`config.mk`:
```
export PLATFORM = sky130hd
export DESIGN_NAME = jpeg_restart_marker_sync_top
export DESIGN_NICKNAME = d
export VERILOG_FILES = /design/src/hdl/jrms_pkg.sv /design/src/hdl/jrms_core.sv /design/src/hdl/jpeg_restart_marker_sync_top.sv
export SDC_FILE = /design/constraint.sdc
export NUM_CORES = 1
export LEC_CHECK = 0
export CAP_MARGIN = 0
export CORE_ASPECT_RATIO = 0.5
export CORE_UTILIZATION = 60
export CTS_CLUSTER_DIAMETER = 50
export DETAILED_ROUTE_END_ITERATION = 10
export DONT_BUFFER_PORTS = 1
export PLACE_DENSITY = 0.82
export SYNTH_ARGS = -nofsm -noshare
export SYNTH_HDL_FRONTEND = slang
export SYNTH_SLANG_ARGS = --single-unit
```
`constraint.sdc`:
```
create_clock -name clk_i -period 3.4 [get_ports clk_i]
set_clock_uncertainty 0.1 [all_clocks]
set_input_delay 0.68 -clock clk_i [delete_from_list [all_inputs] [get_ports clk_i]]
set_output_delay 0.68 -clock clk_i [all_outputs]
set_load 0.005 [all_outputs]
```
`src/hdl/jrms_pkg.sv`:
```
// ----------------------------------------------------------------------------
// jrms_pkg
// Shared types and codes for the restart marker checker: item layouts,
// commands, status codes and the one-hot phase encoding.
// ----------------------------------------------------------------------------
package jrms_pkg;

  // command codes of an input item
  typedef enum logic [1:0] {
    CMD_RST_CHECK = 2'd0,
    CMD_BYTE      = 2'd1,
    CMD_WRITE_RST = 2'd2,
    CMD_DNL_CHECK = 2'd3
  } cmd_e;

  // status codes of a result item
  typedef enum logic [2:0] {
    ST_WORKING  = 3'd0,
    ST_RESTART  = 3'd1,
    ST_SKIPPED  = 3'd2,
    ST_DNL_OK   = 3'd3,
    ST_NO_DNL   = 3'd4,
    ST_MALFORM  = 3'd5,
    ST_EOF      = 3'd6,
    ST_WRITTEN  = 3'd7
  } status_e;

  // parser phase, one-hot
  typedef enum logic [6:0] {
    PH_IDLE   = 7'b0000001,
    PH_PEEK   = 7'b0000010,
    PH_SCAN   = 7'b0000100,
    PH_LEN_HI = 7'b0001000,
    PH_LEN_LO = 7'b0010000,
    PH_HGT_HI = 7'b0100000,
    PH_HGT_LO = 7'b1000000
  } phase_e;

  // marker bytes and words
  localparam logic [7:0]  FILL_BYTE  = 8'hFF;
  localparam logic [7:0]  DNL_BYTE   = 8'hDC;
  localparam logic [7:0]  RST0_BYTE  = 8'hD0;
  localparam logic [7:0]  MARK_LO    = 8'hC0;
  localparam logic [7:0]  MARK_HI    = 8'hEF;
  localparam logic [12:0] RST_WORD_HI = 13'h1FFA; // 0xFFD0 >> 3
  localparam logic [15:0] DNL_LENGTH = 16'h0004;

  typedef struct packed {
    logic [1:0] command;
    logic [7:0] data_byte;
    logic       end_of_data;
  } in_item_t;

  typedef struct packed {
    logic [2:0]  status;
    logic [1:0]  bytes_returned;
    logic [15:0] marker_word;
    logic [15:0] image_height;
    logic        segment_valid;
    logic        out_of_sync;
  } out_item_t;

endpackage

```
`src/hdl/jrms_core.sv`:
```
// ----------------------------------------------------------------------------
// jrms_core
// Parser state and the per-item decision logic. The result for the item
// presented on item_i is formed combinationally; state updates on fire_i.
// ----------------------------------------------------------------------------
module jrms_core import jrms_pkg::*; (
  input  logic      clk_i,
  input  logic      rst_ni,
  input  logic      fire_i,
  input  in_item_t  item_i,
  input  logic      scan_for_dnl_i,
  output out_item_t result_o
);

  phase_e      phase_q, phase_d;
  logic [2:0]  idx_q, idx_d;
  logic        pending_ff_q, pending_ff_d;
  logic        dnl_seen_q, dnl_seen_d;
  logic        segment_ok_q, segment_ok_d;
  logic [15:0] field_q, field_d;
  logic        dnl_mode_q, dnl_mode_d;

  // state registers
  always_ff @(posedge clk_i or negedge rst_ni) begin
    if (!rst_ni) begin
      phase_q      <= PH_IDLE;
      idx_q        <= 3'd0;
      pending_ff_q <= 1'b0;
      dnl_seen_q   <= 1'b0;
      segment_ok_q <= 1'b1;
      field_q      <= 16'd0;
      dnl_mode_q   <= 1'b0;
    end else if (fire_i) begin
      phase_q      <= phase_d;
      idx_q        <= idx_d;
      pending_ff_q <= pending_ff_d;
      dnl_seen_q   <= dnl_seen_d;
      segment_ok_q <= segment_ok_d;
      field_q      <= field_d;
      dnl_mode_q   <= dnl_mode_d;
    end
  end

  // per-item decision
  always_comb begin
    logic [7:0]  b;
    logic        eod;
    logic [15:0] v;
    logic [2:0]  delta;
    logic [2:0]  idx_inc;
    status_e     code;
    logic [1:0]  ret;
    logic [15:0] height;
    logic [15:0] mw;
    logic        oos;

    b       = item_i.data_byte;
    eod     = item_i.end_of_data;
    v       = {field_q[7:0], b};
    delta   = b[2:0] - idx_q;
    idx_inc = idx_q + 3'd1;
    code    = ST_WORKING;
    ret     = 2'd0;
    height  = 16'd0;
    mw      = 16'd0;
    oos     = 1'b0;

    phase_d      = phase_q;
    idx_d        = idx_q;
    pending_ff_d = pending_ff_q;
    dnl_seen_d   = dnl_seen_q;
    segment_ok_d = segment_ok_q;
    field_d      = field_q;
    dnl_mode_d   = dnl_mode_q;

    case (cmd_e'(item_i.command))
      CMD_RST_CHECK: begin
        phase_d      = PH_PEEK;
        pending_ff_d = 1'b0;
        dnl_mode_d   = 1'b0;
      end
      CMD_DNL_CHECK: begin
        if (dnl_seen_q) begin
          code         = ST_DNL_OK;
          height       = field_q;
          phase_d      = PH_IDLE;
          pending_ff_d = 1'b0;
        end else begin
          phase_d      = PH_PEEK;
          pending_ff_d = 1'b0;
          dnl_mode_d   = 1'b1;
        end
      end
      CMD_WRITE_RST: begin
        mw    = {RST_WORD_HI, idx_q};
        idx_d = idx_inc;
        code  = ST_WRITTEN;
      end
      default: begin
        case (phase_q)
          PH_PEEK, PH_SCAN: begin
            // byte examined in peek or resync scan
            if (phase_q == PH_SCAN) oos = 1'b1;
            if (eod) begin
              if (phase_q == PH_PEEK && dnl_mode_q) begin
                code = ST_NO_DNL;
                ret  = {1'b0, pending_ff_q};
              end else begin
                oos  = 1'b1;
                code = ST_EOF;
              end
              phase_d      = PH_IDLE;
              pending_ff_d = 1'b0;
            end else if (!pending_ff_q) begin
              if (b == FILL_BYTE) begin
                pending_ff_d = 1'b1;
              end else if (phase_q == PH_PEEK) begin
                if (dnl_mode_q) begin
                  code    = ST_NO_DNL;
                  ret     = 2'd1;
                  phase_d = PH_IDLE;
                end else begin
                  oos     = 1'b1;
                  phase_d = PH_SCAN;
                end
              end
            end else if (phase_q == PH_PEEK && b == FILL_BYTE) begin
              // fill byte, one 0xFF stays held
            end else if (phase_q == PH_PEEK && b == DNL_BYTE &&
                         (dnl_mode_q || scan_for_dnl_i)) begin
              if (dnl_seen_q) begin
                code         = ST_DNL_OK;
                height       = field_q;
                ret          = 2'd2;
                phase_d      = PH_IDLE;
                pending_ff_d = 1'b0;
              end else begin
                pending_ff_d = 1'b0;
                phase_d      = PH_LEN_HI;
              end
            end else if (phase_q == PH_PEEK && dnl_mode_q) begin
              code         = ST_NO_DNL;
              ret          = 2'd2;
              phase_d      = PH_IDLE;
              pending_ff_d = 1'b0;
            end else begin
              // marker classification (expected restart first)
              oos     = 1'b1;
              phase_d = PH_SCAN;
              if (b[7:3] == RST0_BYTE[7:3]) begin
                if (delta == 3'd0) begin
                  idx_d        = idx_inc;
                  segment_ok_d = 1'b1;
                  code         = ST_RESTART;
                  phase_d      = PH_IDLE;
                  pending_ff_d = 1'b0;
                  if (phase_q == PH_PEEK) oos = 1'b0;
                end else if (delta[2]) begin
                  // marker behind: consumed, scan goes on
                  pending_ff_d = 1'b0;
                end else begin
                  segment_ok_d = 1'b0;
                  idx_d        = idx_inc;
                  code         = ST_SKIPPED;
                  ret          = 2'd2;
                  phase_d      = PH_IDLE;
                  pending_ff_d = 1'b0;
                end
              end else if (b inside {[MARK_LO:MARK_HI]}) begin
                segment_ok_d = 1'b0;
                idx_d        = idx_inc;
                code         = ST_SKIPPED;
                ret          = 2'd2;
                phase_d      = PH_IDLE;
                pending_ff_d = 1'b0;
              end else begin
                pending_ff_d = (b == FILL_BYTE);
              end
            end
          end
          PH_LEN_HI, PH_HGT_HI: begin
            // high byte of a DNL field
            if (eod) begin
              code         = (phase_q == PH_LEN_HI) ? ST_MALFORM : ST_EOF;
              phase_d      = PH_IDLE;
              pending_ff_d = 1'b0;
            end else begin
              field_d = {8'd0, b};
              phase_d = (phase_q == PH_LEN_HI) ? PH_LEN_LO : PH_HGT_LO;
            end
          end
          PH_LEN_LO: begin
            // length word must be four
            if (eod) begin
              code         = ST_MALFORM;
              phase_d      = PH_IDLE;
              pending_ff_d = 1'b0;
            end else begin
              field_d = v;
              if (v != DNL_LENGTH) begin
                code         = ST_MALFORM;
                phase_d      = PH_IDLE;
                pending_ff_d = 1'b0;
              end else begin
                phase_d = PH_HGT_HI;
              end
            end
          end
          PH_HGT_LO: begin
            // height word must be nonzero
            phase_d      = PH_IDLE;
            pending_ff_d = 1'b0;
            if (eod) begin
              code = ST_EOF;
            end else begin
              field_d = v;
              if (v == 16'd0) begin
                code = ST_MALFORM;
              end else begin
                dnl_seen_d = 1'b1;
                code       = ST_DNL_OK;
                height     = v;
              end
            end
          end
          default: begin
            // idle: byte ignored
          end
        endcase
      end
    endcase

    result_o.status         = code;
    result_o.bytes_returned = ret;
    result_o.marker_word    = mw;
    result_o.image_height   = height;
    result_o.segment_valid  = segment_ok_d;
    result_o.out_of_sync    = oos;
  end

  // restart found moves the expected index on by one
  a_restart_advance: assert property (@(posedge clk_i) disable iff (!rst_ni)
    fire_i && result_o.status == ST_RESTART |=>
      idx_q == 3'($past(idx_q) + 3'd1))
    else $error("restart index did not advance");

  // a skipped segment is reported invalid
  a_skip_invalid: assert property (@(posedge clk_i) disable iff (!rst_ni)
    fire_i && result_o.status == ST_SKIPPED |-> !result_o.segment_valid &&
      result_o.bytes_returned == 2'd2)
    else $error("skipped segment not flagged");

  // an accepted height is remembered
  a_dnl_kept: assert property (@(posedge clk_i) disable iff (!rst_ni)
    fire_i && result_o.status == ST_DNL_OK |=> dnl_seen_q)
    else $error("dnl height not retained");

  // a held fill byte only exists while looking for a marker
  a_ff_phase: assert property (@(posedge clk_i) disable iff (!rst_ni)
    pending_ff_q |-> phase_q == PH_PEEK || phase_q == PH_SCAN)
    else $error("held fill byte outside marker search");

endmodule

```
`src/hdl/jpeg_restart_marker_sync_top.sv`:
```
// An accepted item is held in the input register, passes the parser core when
// the result register can take it, and is offered from the result register.
// Throughput: one item per cycle while out_stall_i is low.
// Reset: asynchronous, active low; parser idle, restart index zero,
// segment valid, no DNL height stored, DNL scanning disabled.
// ----------------------------------------------------------------------------
// jpeg_restart_marker_sync_top
// Byte-serial restart marker checker with resync. Input register, parser
// core and result register, with valid/stall channels on both sides.
// ----------------------------------------------------------------------------
module jpeg_restart_marker_sync_top import jrms_pkg::*; (
  input  logic      clk_i,
  input  logic      rst_ni,
  input  logic      in_valid_i,
  output logic      in_stall_o,
  input  in_item_t  in_item_i,
  output logic      out_valid_o,
  input  logic      out_stall_i,
  output out_item_t out_item_o,
  input  logic      cfg_we_i,
  input  logic      cfg_wdata_i
);

  logic      scan_for_dnl_q;
  logic      in_valid_q;
  in_item_t  in_item_q;
  logic      out_valid_q;
  out_item_t out_item_q;
  out_item_t result;
  logic      fire;
  logic      take;

  // configuration register
  always_ff @(posedge clk_i or negedge rst_ni) begin
    if (!rst_ni) begin
      scan_for_dnl_q <= 1'b0;
    end else if (cfg_we_i) begin
      scan_for_dnl_q <= cfg_wdata_i;
    end
  end

  // handshake: the core fires when the result register can take an item
  assign fire       = in_valid_q && (!out_valid_q || !out_stall_i);
  assign in_stall_o = in_valid_q && !fire;
  assign take       = in_valid_i && !in_stall_o;

  // input register
  always_ff @(posedge clk_i or negedge rst_ni) begin
    if (!rst_ni) begin
      in_valid_q <= 1'b0;
    end else if (take || fire) begin
      in_valid_q <= take;
    end
  end

  always_ff @(posedge clk_i) begin
    if (take) begin
      in_item_q <= in_item_i;
    end
  end

  jrms_core u_core (
    .clk_i          (clk_i),
    .rst_ni         (rst_ni),
    .fire_i         (fire),
    .item_i         (in_item_q),
    .scan_for_dnl_i (scan_for_dnl_q),
    .result_o       (result)
  );

  // result register
  always_ff @(posedge clk_i or negedge rst_ni) begin
    if (!rst_ni) begin
      out_valid_q <= 1'b0;
    end else if (fire) begin
      out_valid_q <= 1'b1;
    end else if (!out_stall_i) begin
      out_valid_q <= 1'b0;
    end
  end

  always_ff @(posedge clk_i) begin
    if (fire) begin
      out_item_q <= result;
    end
  end

  assign out_valid_o = out_valid_q;
  assign out_item_o  = out_item_q;

endmodule
```
==> flow_summary_export.csv, run 1 <==
group,metric,value,unit
logic_synthesis,synth_most_common_cell,"edfxtp_1",
placed_design,gp_congestion,0.959,
logic_synthesis,ys_top_cells_by_count,"38 x edfxtp_1, 31 x dfrtp_1, 30 x nand2_1",
worst_hold_path,worstHoldPathType,"in2async",
power_and_ir_drop,irDropWorstVdd,255,µV
power_and_ir_drop,p_leak,1.65,nW
global_routing,antenna_found_initial,0,
cts,cts-root-buf,"clkbuf_16",
floorplan,dieArea,6790,µm²
setup_path,r2r_end,"out_item_o[4]",
timing,hold_viol,0,
placed_design,place_hpwl,5830,µm
timing,worst_slew_pin_slew,732,ps
setup_path,worstPathRequired,3480,ps
cts,clock-sinks,71,
routing,antenna_left,0,
logic_synthesis,yosys_register_bits,71,
floorplan,die_y,58.8,µm
setup_path,crit_end,"out_item_o[4]",
setup_path,critPathMaxFanout,16,
setup_path,crit_type,"reg2reg",
finish,nets,360,
floorplan,start_util,62.8,%
finish,antennaDiodeCount,0,
cts,cts_buffers,9,
setup_path,start_kind,"register",
setup_path,rrSetupSlack,640,ps
placed_design,portBuffers,0,
floorplan,rows,20,
run,drv_cap,0,
finish,multi_input_area,1690,µm²
timing,maxSlewViolCount,0,
global_routing,grt_pass1_wl,13600,µm
routing,drt-total-wl,8380,µm
finish,drive_above_1_share,13.8,%
logic_synthesis,ys_seq_area_share,50.9,%
floorplan,design.core.area,6160,µm²
timing,finalSetupViolCount,0,
setup_path,path_cells,"nor4b_4 > nand2_2 > nor3_1 > nand2_1 > a21oi_2 > a32o_1",
setup_path,slowest_stage,"a21oi_2",
timing,fin_setup_tns,0,ps
finish,seq_area,1970,µm²
logic_synthesis,syn_inst,347,
floorplan,top_level_ports,58,
logic_synthesis,synth-edff-count,38,
setup_path,worstReg2RegStart,"u_core.phase_q[3]",
cts,clock_path_buffers,2,
outcome,status,"finished clean",
cts,clk_latency,340,ps
logic_synthesis,yosys.area.top_type,"edfxtp_1",
cts,cts_resized,0,
global_routing,first_global_vias,2555,
global_routing,grt_overflow_total,0,
routing,route.vias.total,2706,
finish,area.growth.synth_to_final,6.60,%
logic_synthesis,synth_ff_type,"edfxtp_1",
setup_path,crit_path_max_incr_delay,580,ps
timing,period_share,81.2,%
logic_synthesis,async_flop_share,46.5,%
logic_synthesis,synth_area_leaders,"edfxtp_1 29%, dfrtp_1 20%, a22o_1 5.4%",
routing,wire_per_inst,19.6,µm
setup_path,critPathCaptureType,"register",
logic_synthesis,syn-cell-area,3870,µm²
timing,hold_ws,62.9,ps
routing,viasPerCell,6.32,
cts,postCtsSetupBuffers,0,
setup_path,crit_arrival,2840,ps
cts,htreeDepth,3,
logic_synthesis,avgSynthCellArea,11.1,µm²
routing,drc,0,
setup_path,worstSetupStartpoint,"u_core.phase_q[3]",
global_routing,grt_max_degree,32,
timing,rsz0062_at_grt,"no",
logic_synthesis,yosysWarnings,0,
logic_synthesis,synth_top_area_share,29.5,%
cts,cts_tree,"yes",
cts,clkTransAtPathRegs,60,ps
routing,first_pass_iters,5,
logic_synthesis,synthDistinctLibCells,67,
finish,fill_cells,479,
power_and_ir_drop,finalPower,2.47,mW
timing,layout_min_cycle_time,2760,ps
setup_path,ff2ff_path_depth,6,
timing,slew_headroom,51.2,%
timing,fmax,0.362,GHz
power_and_ir_drop,p_per_area,600,nW/µm²
routing,drt_iter0_drc,246,
floorplan,dieWidth,116,µm
global_routing,grt_use_total,27.9,%
cell families (layout without fill, tap and decap cells):
logic type,Yosys count,after routing,share of synthesized area (%)
AOI/OAI and AO/OA,83,83,16.9
xor gates and xnor gates,8,8,1.81
adders and majority gates,8,8,2.59
buffers and inverters,41,33,5.56
DFF,71,71,50.9
muxes,15,15,4.82
other,1,2,0.0969
and+or+nand+nor,120,120,17.4
report_power, final:
group | internal, mW | switching [mW] | total [mW]
Combinational | 0.214 | 0.269 | 0.483
Sequential | 1.02 | 0.143 | 1.16
Clock | 0.485 | 0.347 | 0.831
Total | 1.72 | 0.759 | 2.47
critical path: cells and delay by family, from the launching register on:
| kind | cells | cell delay [ps] |
|---|---|---|
| DFF | 1 | 570 |
| and+or+nand+nor | 4 | 1050 |
| AOI/OAI and AO/OA | 2 | 870 |
through the flow:
step | cell area [µm²] | worst slack [ps] | util [%] | std cells
after floorplan | 3870 | 924 | - | 348
after global placement | 3840 | 738 | 62.4 | 411
final | 4120 | 639 | 67.0 | 428
after CTS | 4120 | 691 | 67.0 | 428
after global routing | 4120 | 401 | 67.0 | 428
after detailed placement | 3840 | 709 | 62.4 | 411
area by class of cell:
class | instances | share of cell area, %
clock buffer | 9 | 5.46
clock inverter | 7 | 0.971
timing repair buffer | 4 | 1.03
tap | 88 | 2.67
inverter | 13 | 1.18
sequential | 71 | 47.8
multi-input combinational | 236 | 40.9
worst min path at each step:
stage,start,end,depth (start not counted)
global placement,rst_ni,u_core.phase_q[5],0
global route,rst_ni,u_core.segment_ok_q,0
floorplan,rst_ni,in_valid_q,0
detailed placement,rst_ni,in_valid_q,0
finish,rst_ni,u_core.phase_q[5],1
CTS,rst_ni,u_core.phase_q[5],1
layer usage:
metal  GRT usage (%)  vias up  share of wire [%]
li1                -     1268                  -
met1            37.4     1308                 45
met2            42.2      119                 45
met3            9.27       11                7.7
met4            11.1        0                1.9
met5               0        -                  0
placed cells by master, fill, tap and decap left out, types with 8 or more instances in the layout:
master	instances
edfxtp_1	38
a21oi_1	10
a22o_1	24
ha_1	8
nor2_1	17
nand3_1	8
nand2_1	30
clkbuf_16	9
inv_1	13
o21ai_0	10
nor3_1	9
dfrtp_1	31
nor4_1	8
mux2_2	8
what timing repair did:
item / 4_1_cts / 5_1_grt
endpoints found under the hold margin: 31 / 0
endpoints found under the setup margin: 0 / 0
hold buffers: 1 / 0
registers in the layout (all words and copies together), names as in the netlist:
| signal | cells |
|---|---|
| out_item_o | 27 |
| u_core.field_q | 16 |
| in_item_q | 11 |
| u_core.phase_q | 7 |
| u_core.idx_q | 3 |
| in_valid_q | 1 |
| out_valid_o | 1 |
| scan_for_dnl_q | 1 |
| u_core.dnl_mode_q | 1 |
| u_core.dnl_seen_q | 1 |
| u_core.pending_ff_q | 1 |
| u_core.segment_ok_q | 1 |
(Power assumes the default switching activity.)
==> inputs of run 2 (changes only) <==
Clock period 3.4 ns to 2.9 ns, I/O delays scaled along.
==> run 2 against run 1 <==
  * Largest cell class unchanged
  * Sequential power increased by 17%
  * Critical endpoint is now out_item_o[36]
  * Power is 30% higher
  * Register-to-register slack lost 400 ps
  * Routed wire length is 2.9% higher
==> flow_summary_export.csv, run 2 (synthesized netlist as in run 1, its figures left out) <==
group,metric,value,unit
setup_path,r2r_end,"out_item_o[36]",
cts,cts-root-buf,"clkbuf_16",
placed_design,gp_congestion,0.947,
finish,mostFrequentLayoutCell,"edfxtp_1",
setup_path,ff2ff_path_depth,5,
power_and_ir_drop,p_sw,921,µW
cts,clkTransAtPathRegs,60,ps
floorplan,rows,20,
power_and_ir_drop,p_int,2.31,mW
setup_path,critPathMaxFanout,15,
global_routing,grt_overflow_total,0,
power_and_ir_drop,seqPwrFrac,42.0,%
outcome,status,"finished clean",
routing,drt-total-wl,8620,µm
cts,cts_resized,0,
routing,first_pass_iters,7,
placed_design,dpl_worst_slack,285,ps
timing,period_share,91.9,%
cts,htreeDepth,3,
timing,layout_min_cycle_time,2660,ps
power_and_ir_drop,p_per_area,758,nW/µm²
cts,clock_path_buffers,2,
finish,nets,367,
cts,cts_tree,"yes",
routing,drt_iter0_drc,284,
routing,route.vias.total,2821,
power_and_ir_drop,clkPwrFrac,39.3,%
timing,maxSlewViolCount,0,
setup_path,worstPathRequired,2880,ps
finish,area.growth.synth_to_final,10.1,%
worst_hold_path,holdPathStages,0,
global_routing,antenna_found_initial,0,
power_and_ir_drop,irDropWorstVdd,363,µV
power_and_ir_drop,power_switching_share,28.5,%
timing,worst_slew_pin_slew,673,ps
setup_path,crit_arrival,2650,ps
timing,hold_ws,239,ps
finish,drive_above_1_share,16.1,%
setup_path,critPathCaptureType,"register",
routing,drc,0,
timing,fmax,0.375,GHz
power_and_ir_drop,p_leak,1.72,nW
timing,hold_viol,0,
setup_path,start_kind,"register",
power_and_ir_drop,combPwrFrac,18.7,%
cts,postCtsSetupBuffers,0,
floorplan,dieArea,6790,µm²
timing,finalSetupViolCount,0,
floorplan,top_level_ports,58,
floorplan,design.core.area,6160,µm²
global_routing,grt_use_total,27.9,%
worst_hold_path,worstHoldPathType,"in2reg",
timing,finalWorstSetupSlack,235,ps
setup_path,worstReg2RegStart,"u_core.phase_q[3]",
routing,wire_per_inst,19.8,µm
finish,antennaDiodeCount,0,
placed_design,portBuffers,0,
run,drv_cap,0,
timing,fin_setup_tns,0,ps
finish,instances_no_fill,435,
global_routing,grt_pass1_wl,13800,µm
worst_hold_path,holdPathEnd,"in_item_q[2]",
floorplan,dieWidth,116,µm
timing,slew_headroom,55.0,%
worst_hold_path,min-delay-start,"in_item_i[2]",
finish,final_cell_mix,"38 x edfxtp_1, 31 x dfrtp_1, 30 x nand2_1",
cts,cts_buffers,9,
floorplan,die_y,58.8,µm
setup_path,crit_type,"reg2reg",
floorplan,start_util,62.8,%
cts,clock-sinks,71,
cts,cts_hold_buf,2,
setup_path,rrSetupSlack,240,ps
finish,largest_reg_flops,27,
finish,utilization,69.2,%
placed_design,place_hpwl,6040,µm
global_routing,grt_max_degree,34,
routing,antenna_left,0,
placed_design,dp.cells,417,
timing,rsz0062_at_grt,"no",
routing,viasPerCell,6.49,
cts,clk_latency,330,ps
global_routing,first_global_vias,2726,
run 2: changes by cell type in the layout (fill, tap and decap cells not counted), sizes merged:
cell         before  now
buf               4   10
bufinv            0    3
clkinv            6    3
clkinvlp          1    0
dlygate4sd3       0    1
inv              13   14
run 2: worst max-delay path, cell delays in order, from the launching register on:
cell and delay, ps:
dfrtp_1 570, nor4b_4 470, nand3_1 350, a32o_1 330
a221o_1 340, a31o_1 240
run 2: worst max-delay path by stage:
| stage | end | slack (ps) | cells after the start | from |
|---|---|---|---|---|
| after floorplan | out_item_o[36] | 420 | 7 | in_item_q[2] |
| after global placement | out_item_o[36] | 370 | 7 | in_item_q[2] |
| after detailed placement | out_item_o[36] | 280 | 5 | u_core.phase_q[3] |
| after CTS | out_item_o[36] | 270 | 7 | in_item_q[2] |
| after global routing | u_core.phase_q[0] | 100 | 7 | in_item_q[2] |
| final | out_item_o[36] | 240 | 5 | u_core.phase_q[3] |
run 2: stage by stage:
| stage | power (mW) | area, µm² |
|---|---|---|
| 3_3_place_gp | 1.92 | 3880 |
| 4_1_cts | 3.23 | 4260 |
| 2_1_floorplan | 1.80 | 3870 |
| 5_1_grt | 3.36 | 4260 |
| 3_5_place_dp | 1.94 | 3880 |
| 6_report | 3.23 | 4260 |
run 2: power by group through the flow:
stage	clock [mW]	sequential (mW)	combinational, mW
2_1_floorplan	0	1.28	0.522
3_3_place_gp	0	1.37	0.556
3_5_place_dp	0	1.37	0.570
4_1_cts	1.28	1.35	0.591
5_1_grt	1.32	1.37	0.666
6_report	1.27	1.36	0.603
run 2: layout make-up:
cell class / instances / area [µm²]
inverter: 13 / 48.8
clock inverter: 7 / 120
multi-input combinational: 236 / 1690
timing repair buffer: 11 / 97.6
sequential: 71 / 1970
tap: 88 / 110
fill: 456 / 1900
clock buffer: 9 / 225
run 2: routing by layer:
layer  wire, µm  share of wire, %  track usage [%]  up-vias
met5          0                 0                0        -
met4        138               1.6             9.09        0
met3        677               7.9             8.96       17
met2       3800                44             43.8      137
met1       4000                46             37.0     1381
li1           -                 -                -     1286
